File: src/hw/rtl/lhr_pkg.sv
// ----------------------------------------------------------------------------
// Line history ring package
// Types, sizes and codes shared by the record history modules.
// ----------------------------------------------------------------------------
package lhr_pkg;

  localparam int unsigned STORE_BYTES  = 8192;
  localparam int unsigned RING_ENTRIES = 128;

  localparam int unsigned LEN_W    = 14;
  localparam int unsigned STORE_AW = $clog2(STORE_BYTES);
  localparam int unsigned OFS_W    = STORE_AW + 1;
  localparam int unsigned RING_AW  = $clog2(RING_ENTRIES);
  localparam int unsigned CALC_W   = ((OFS_W > LEN_W) ? OFS_W : LEN_W) + 1;
  localparam int unsigned IDX_W    = ((RING_AW > 7) ? RING_AW : 7) + 1;

  localparam logic [CALC_W-1:0]   STORE_C    = CALC_W'(STORE_BYTES);
  localparam logic [CALC_W-1:0]   HALF_C     = CALC_W'(STORE_BYTES / 2);
  localparam logic [CALC_W-1:0]   OFS_MOD_C  = CALC_W'(2 * STORE_BYTES);
  localparam logic [STORE_AW-1:0] STORE_LAST = STORE_AW'(STORE_BYTES - 1);
  localparam logic [RING_AW-1:0]  RING_LAST  = RING_AW'(RING_ENTRIES - 1);
  localparam logic [RING_AW:0]    RING_N_C   = (RING_AW + 1)'(RING_ENTRIES);
  localparam logic [IDX_W-1:0]    RING_IDX_C = IDX_W'(RING_ENTRIES);

  typedef enum logic [1:0] {
    ACT_APPEND  = 2'd0,
    ACT_FETCH   = 2'd1,
    ACT_DISCARD = 2'd2
  } action_e;

  typedef enum logic [1:0] {
    OFS_NEWEST = 2'd0,
    OFS_OLDEST = 2'd1,
    OFS_SLOT   = 2'd2,
    OFS_NEXT   = 2'd3
  } ofs_sel_e;

  typedef struct packed {
    logic [1:0]  action;
    logic        first;
    logic [13:0] line_length;
    logic [7:0]  data_byte;
    logic [6:0]  which;
    logic [12:0] offset;
    logic [13:0] max_length;
  } item_t;

  typedef struct packed {
    logic        accepted;
    logic [6:0]  entry_count;
    logic [7:0]  fetched_byte;
    logic [12:0] fetched_length;
  } result_t;

  typedef struct packed {
    logic     latch_item;
    logic     clear_pending;
    logic     oldest_inc;
    logic     ofs_re;
    ofs_sel_e ofs_sel;
    logic     cap_dest;
    logic     commit;
    logic     store_byte;
    logic     discard;
    logic     set_acc;
    logic     cap_slot_ofs;
    logic     cap_size;
    logic     byte_re;
    logic     cap_byte;
    logic     emit;
  } lhr_cmd_t;

  typedef struct packed {
    logic act_append;
    logic act_fetch;
    logic act_discard;
    logic first;
    logic len_ok;
    logic ring_full;
    logic pending;
    logic which_ok;
    logic have_record;
    logic fits;
    logic byte_in_range;
  } lhr_status_t;

endpackage

File: src/hw/rtl/lhr_ctrl.sv
// ----------------------------------------------------------------------------
// Line history ring controller
// Sequences each beat through the offset ring and byte store accesses.
// ----------------------------------------------------------------------------
module lhr_ctrl
  import lhr_pkg::*;
(
  input  logic        clk_i,
  input  logic        rst_ni,
  input  logic        start_i,
  input  lhr_status_t status_i,
  output logic        busy_o,
  output lhr_cmd_t    cmd_o
);

  typedef enum logic [9:0] {
    S_IDLE      = 10'b0000000001,
    S_DISPATCH  = 10'b0000000010,
    S_APP_DEST  = 10'b0000000100,
    S_EVICT_RD  = 10'b0000001000,
    S_EVICT_CHK = 10'b0000010000,
    S_FET_SLOT  = 10'b0000100000,
    S_FET_NEXT  = 10'b0001000000,
    S_FET_BRD   = 10'b0010000000,
    S_FET_BYTE  = 10'b0100000000,
    S_RESP      = 10'b1000000000
  } lhr_state_e;

  lhr_state_e state_q, state_d;

  always_comb begin
    state_d = state_q;
    cmd_o   = '0;
    case (state_q)
      S_IDLE: begin
        if (start_i) begin
          cmd_o.latch_item = 1'b1;
          state_d          = S_DISPATCH;
        end
      end
      S_DISPATCH: begin
        state_d = S_RESP;
        if (status_i.act_append) begin
          if (status_i.first) begin
            cmd_o.clear_pending = 1'b1;
            if (status_i.len_ok) begin
              cmd_o.oldest_inc = status_i.ring_full;
              cmd_o.ofs_re     = 1'b1;
              cmd_o.ofs_sel    = OFS_NEWEST;
              state_d          = S_APP_DEST;
            end
          end else if (status_i.pending) begin
            cmd_o.store_byte = 1'b1;
            cmd_o.set_acc    = 1'b1;
          end
        end else if (status_i.act_fetch) begin
          if (status_i.which_ok) begin
            cmd_o.set_acc = 1'b1;
            cmd_o.ofs_re  = 1'b1;
            cmd_o.ofs_sel = OFS_SLOT;
            state_d       = S_FET_SLOT;
          end
        end else if (status_i.act_discard) begin
          cmd_o.clear_pending = 1'b1;
          if (status_i.have_record) begin
            cmd_o.discard = 1'b1;
            cmd_o.set_acc = 1'b1;
          end
        end
      end
      S_APP_DEST: begin
        cmd_o.cap_dest = 1'b1;
        state_d        = S_EVICT_RD;
      end
      S_EVICT_RD: begin
        cmd_o.ofs_re  = 1'b1;
        cmd_o.ofs_sel = OFS_OLDEST;
        state_d       = S_EVICT_CHK;
      end
      S_EVICT_CHK: begin
        if (status_i.fits) begin
          cmd_o.commit  = 1'b1;
          cmd_o.set_acc = 1'b1;
          state_d       = S_RESP;
        end else begin
          cmd_o.oldest_inc = 1'b1;
          state_d          = S_EVICT_RD;
        end
      end
      S_FET_SLOT: begin
        cmd_o.cap_slot_ofs = 1'b1;
        cmd_o.ofs_re       = 1'b1;
        cmd_o.ofs_sel      = OFS_NEXT;
        state_d            = S_FET_NEXT;
      end
      S_FET_NEXT: begin
        cmd_o.cap_size = 1'b1;
        state_d        = S_FET_BRD;
      end
      S_FET_BRD: begin
        if (status_i.byte_in_range) begin
          cmd_o.byte_re = 1'b1;
          state_d       = S_FET_BYTE;
        end else begin
          state_d = S_RESP;
        end
      end
      S_FET_BYTE: begin
        cmd_o.cap_byte = 1'b1;
        state_d        = S_RESP;
      end
      S_RESP: begin
        cmd_o.emit = 1'b1;
        state_d    = S_IDLE;
      end
      default: begin
        state_d = S_IDLE;
      end
    endcase
  end

  always_ff @(posedge clk_i or negedge rst_ni) begin
    if (!rst_ni) begin
      state_q <= S_IDLE;
    end else begin
      state_q <= state_d;
    end
  end

  assign busy_o = (state_q != S_IDLE);

endmodule

File: config.mk
export PLATFORM = sky130hd
export DESIGN_NAME = lhr_ctrl
export DESIGN_NICKNAME = d
export VERILOG_FILES = /design/src/hw/rtl/lhr_pkg.sv /design/src/hw/rtl/lhr_ctrl.sv
export SDC_FILE = /design/constraint.sdc
export NUM_CORES = 1
export LEC_CHECK = 0
export BUFFER_PORTS_ARGS = -buffer_cell sky130_fd_sc_hd__buf_2
export CORE_MARGIN = 3
export CORE_UTILIZATION = 31
export CTS_CLUSTER_DIAMETER = 80
export DETAILED_ROUTE_END_ITERATION = 8
export MAX_ROUTING_LAYER = met4
export SLEW_MARGIN = 40
export SYNTH_ARGS = -nofsm -noshare
export SYNTH_HDL_FRONTEND = slang
export SYNTH_SLANG_ARGS = --single-unit
export TNS_END_PERCENT = 50
File: constraint.sdc
create_clock -name clk_i -period 1.6 [get_ports clk_i]
set_input_delay 0.08 -clock clk_i [delete_from_list [all_inputs] [get_ports clk_i]]
set_output_delay 0.08 -clock clk_i [all_outputs]
set_load 0.005 [all_outputs]
==> results.md <==
* RR Endpoint: state_q[0]
* Maxcap violations at 0
* Required @ worst endpoint at 1.52 ns
* Post-synthesis mux area share at 0
* Syn Nets at 88
* Fill cells at 200
* Die area at 3010 µm²
* Post-DR vias/cell at ~5.0
* Iteration-0 DRC Markers at 13
* Antenna-violating nets left at 0
* Worst-Skew Late Latency at 0.27 ns
* Synth Area in XOR/XNOR at 0.0236
* Setup ws final at -0.257 ns
* Syn_area_per_cell at ~10 µm²
* FFs w/ async S/R, synth at 1.00
* # setup viols final at 17
* Synth warn at 0
* CP Launch Type: flop
* Hold_sp: status_i[0]
* Count leader, synth: nor2_1
* Worst r2r src: state_q[5]
* First-pass GRT wire length at 3390 µm
* Worst-Margin Slew at between 0.3 and 0.4 ns
* Regs by FF count: state_q: 10 flops
* Die Ht at ~55 µm
* Area contributors post-synth: dfrtp_1 (30%), nor2_1 (6.1%), nor4_4 (5.7%), nand3b_1 (5.1%), nor3b_1 (4.1%)
* Commonest cells in the synthesized netlist: nor2_1 (12), dfrtp_1 (9), nand3b_1 (5), nand2_1 (4), nor3b_1 (4)
* Post-Route WL at 2150 µm
* Max reg flops at 10
* Status: complete, but fails checks
* TritonCTS Sinks at 10
* Cell taking the most area after synthesis: dfrtp_1
* PD cells at 1060 nW/µm²
* Top reg by flops: state_q
* EDFF count, synth at 0
* Placed inst area at between 900 and 1000 µm²
* CTS H-tree depth at 1
* Worst Hold Class: in -> reg
* Dpl hpwl at 1380 µm
* Cell Area, Synth at 741 µm²
* Cell leakage power at 0.596 nW
* Yosys top cell area share at 0.304
* Worst Hold Margin at between 0.03 and 0.04 ns
* CP Class: reg -> out
* Area Growth Syn to Fin at 70.6%
* FF-to-FF path depth at 6
* Total power at roughly 0.0013 W
* First drt pass iteration count at 6
* Hold-critical path endpoint: state_q[8]
* RSZ-0062 raised after global routing: true
* Maximum fanout along the worst path at 4
* Row count at 17
* Aggregate global routing overflow at 0
* # port buffers at 30
* Mapped Cells at between 70 and 80
* Max-slew headroom at 0.739
* Clock Skew at approximately 0.0087 ns
* Crit. End Element: output pin
* Final non-filler cell area at 1260 µm²
* CTS Buffer Depth at 2
* Largest family of logic cells by synthesized area: simple AND/OR/NAND/NOR gates
* Minimum clock period at 1.86 ns
* Hold path cells at 2
* Max VDD drop at 824 µV
* Final Hold Vio Count at 0
* Peak Freq at between 0.5 and 0.6 GHz
* Synthesis-stage register bit count at 10
* Period utilization at 1.16
* Adder-cell share of the synthesized area at 0
* Number of top-level pins at 31
* ANT cells at 0
* Initial Utilization at 0.332
* Vias in the first global route at 746
* Seq/Total Area, Yosys at 0.340
* Post-synthesis cell type count at 35
* Share of cells above drive strength 1 at 0.669
* Post-Route Setup TNS at -2.58 ns
* Initial antenna violation count at 0
* Floorplan core area at approximately 2200 µm²
* Worst endpoint data arrival time at about 1.8 ns
* CTS root buffer: clkbuf_4
* Clk slew on worst S/H paths at 0.08 ns
* Gr usage total at 0.164
* Post-synthesis simple-gate area fraction at 0.519
* Violated checks: DRC, setup timing
* Pin count of the biggest net entering global routing at 11
* Routability cong. at around 0.75
* Post-Layout Cell Count at 158
* Via count at 784
* Routed len/inst at approximately 14 µm
* Predominant post-synthesis flop cell: dfrtp_1
* CTS tree: built
* Post-synthesis compound-gate area fraction at 0.108
* FF-to-FF setup slack at 0 ns
* Placed Cells at 135
* Fin nets at 145
* Die Wd at 54.9 µm
* Cts bufs inserted at 3
* # DRC at 2
* Max-slew violations at 0
==> per-layer routing <==
metal	wire length (µm)	global-route usage	part of all wire
met2	1090	0.256	0.51
met4	21	0.0373	0.0098
met5	0	-	0
met3	168	0.0545	0.078
met1	868	0.204	0.40
==> where the power goes <==
group | leakage, nW | internal, W | switching (W)
sequential | 0.130 | 0.000298 | 0.0000622
combinational | 0.444 | 0.000425 | 0.000325
clock | 0.0210 | 0.000138 | 0.0000952
total | 0.596 | 0.000862 | 0.000482
==> worst max-delay path, stage by stage (launching register included) <==
cell and delay (ns):
dfrtp_1 0.45, nor4_4 0.39, and2_4 0.24, and3_4 0.20, o21bai_1 0.10, buf_2 0.14
==> how the worst max path moves through the flow <==
stage / start / endpoint / slack, ns
6_report: state_q[3] / cmd_o[5] / -0.26
5_1_grt: state_q[2] / cmd_o[5] / -0.33
4_1_cts: state_q[9] / cmd_o[5] / -0.23
3_5_place_dp: state_q[2] / cmd_o[5] / 0.01
3_3_place_gp: state_q[2] / cmd_o[5] / 0.06
2_1_floorplan: state_q[2] / cmd_o[5] / 0.22
==> cell type report <==
| type | instances | area, µm² | area share |
|---|---|---|---|
| Clock buffer | 4 | 36.3 | 0.0287 |
| Inverter | 2 | 7.51 | 0.00594 |
| Timing Repair Buffer | 52 | 369 | 0.292 |
| Sequential cell | 10 | 255 | 0.202 |
| Tap cell | 28 | 35.0 | 0.0277 |
| Multi-Input combinational cell | 62 | 561 | 0.444 |
==> kinds of logic (layout without fill, tap and decap cells) <==
group	count (synthesis)	after routing
AO/OA/AOI/OAI	10	10
XOR/XNOR	2	2
buffers and inverters	2	58
flip-flops	10	10
AND/OR/NAND/NOR	50	50
==> cells in the final DEF, fill, tap and decap left out, types with 3 or more instances in the layout <==
| cell type | instances |
|---|---|
| dfrtp_1 | 6 |
| nor2_1 | 6 |
| buf_6 | 7 |
| nand2_1 | 3 |
| dfrtp_2 | 3 |
| buf_4 | 16 |
| nor2_2 | 5 |
| buf_2 | 26 |
| nand3b_1 | 5 |
| nor3b_1 | 3 |
| clkbuf_4 | 3 |
==> per-stage QoR <==
| step | util | setup WS (ns) |
|---|---|---|
| after floorplan | - | 0.216 |
| after global placement | 0.425 | 0.0578 |
| after detailed placement | 0.425 | 0.0148 |
| after CTS | 0.515 | -0.232 |
| after global routing | 0.566 | -0.330 |
| final | 0.566 | -0.257 |
==> repair_timing <==
action,4_1_cts,5_1_grt
setup buffers,10,8
pin swaps,9,10
gates cloned,0,0
setup endpoints to repair,16,20
hold endpoints to repair,11,0
gates resized for setup,15,15
hold buffers,2,0
(Power assumes the default switching activity.)
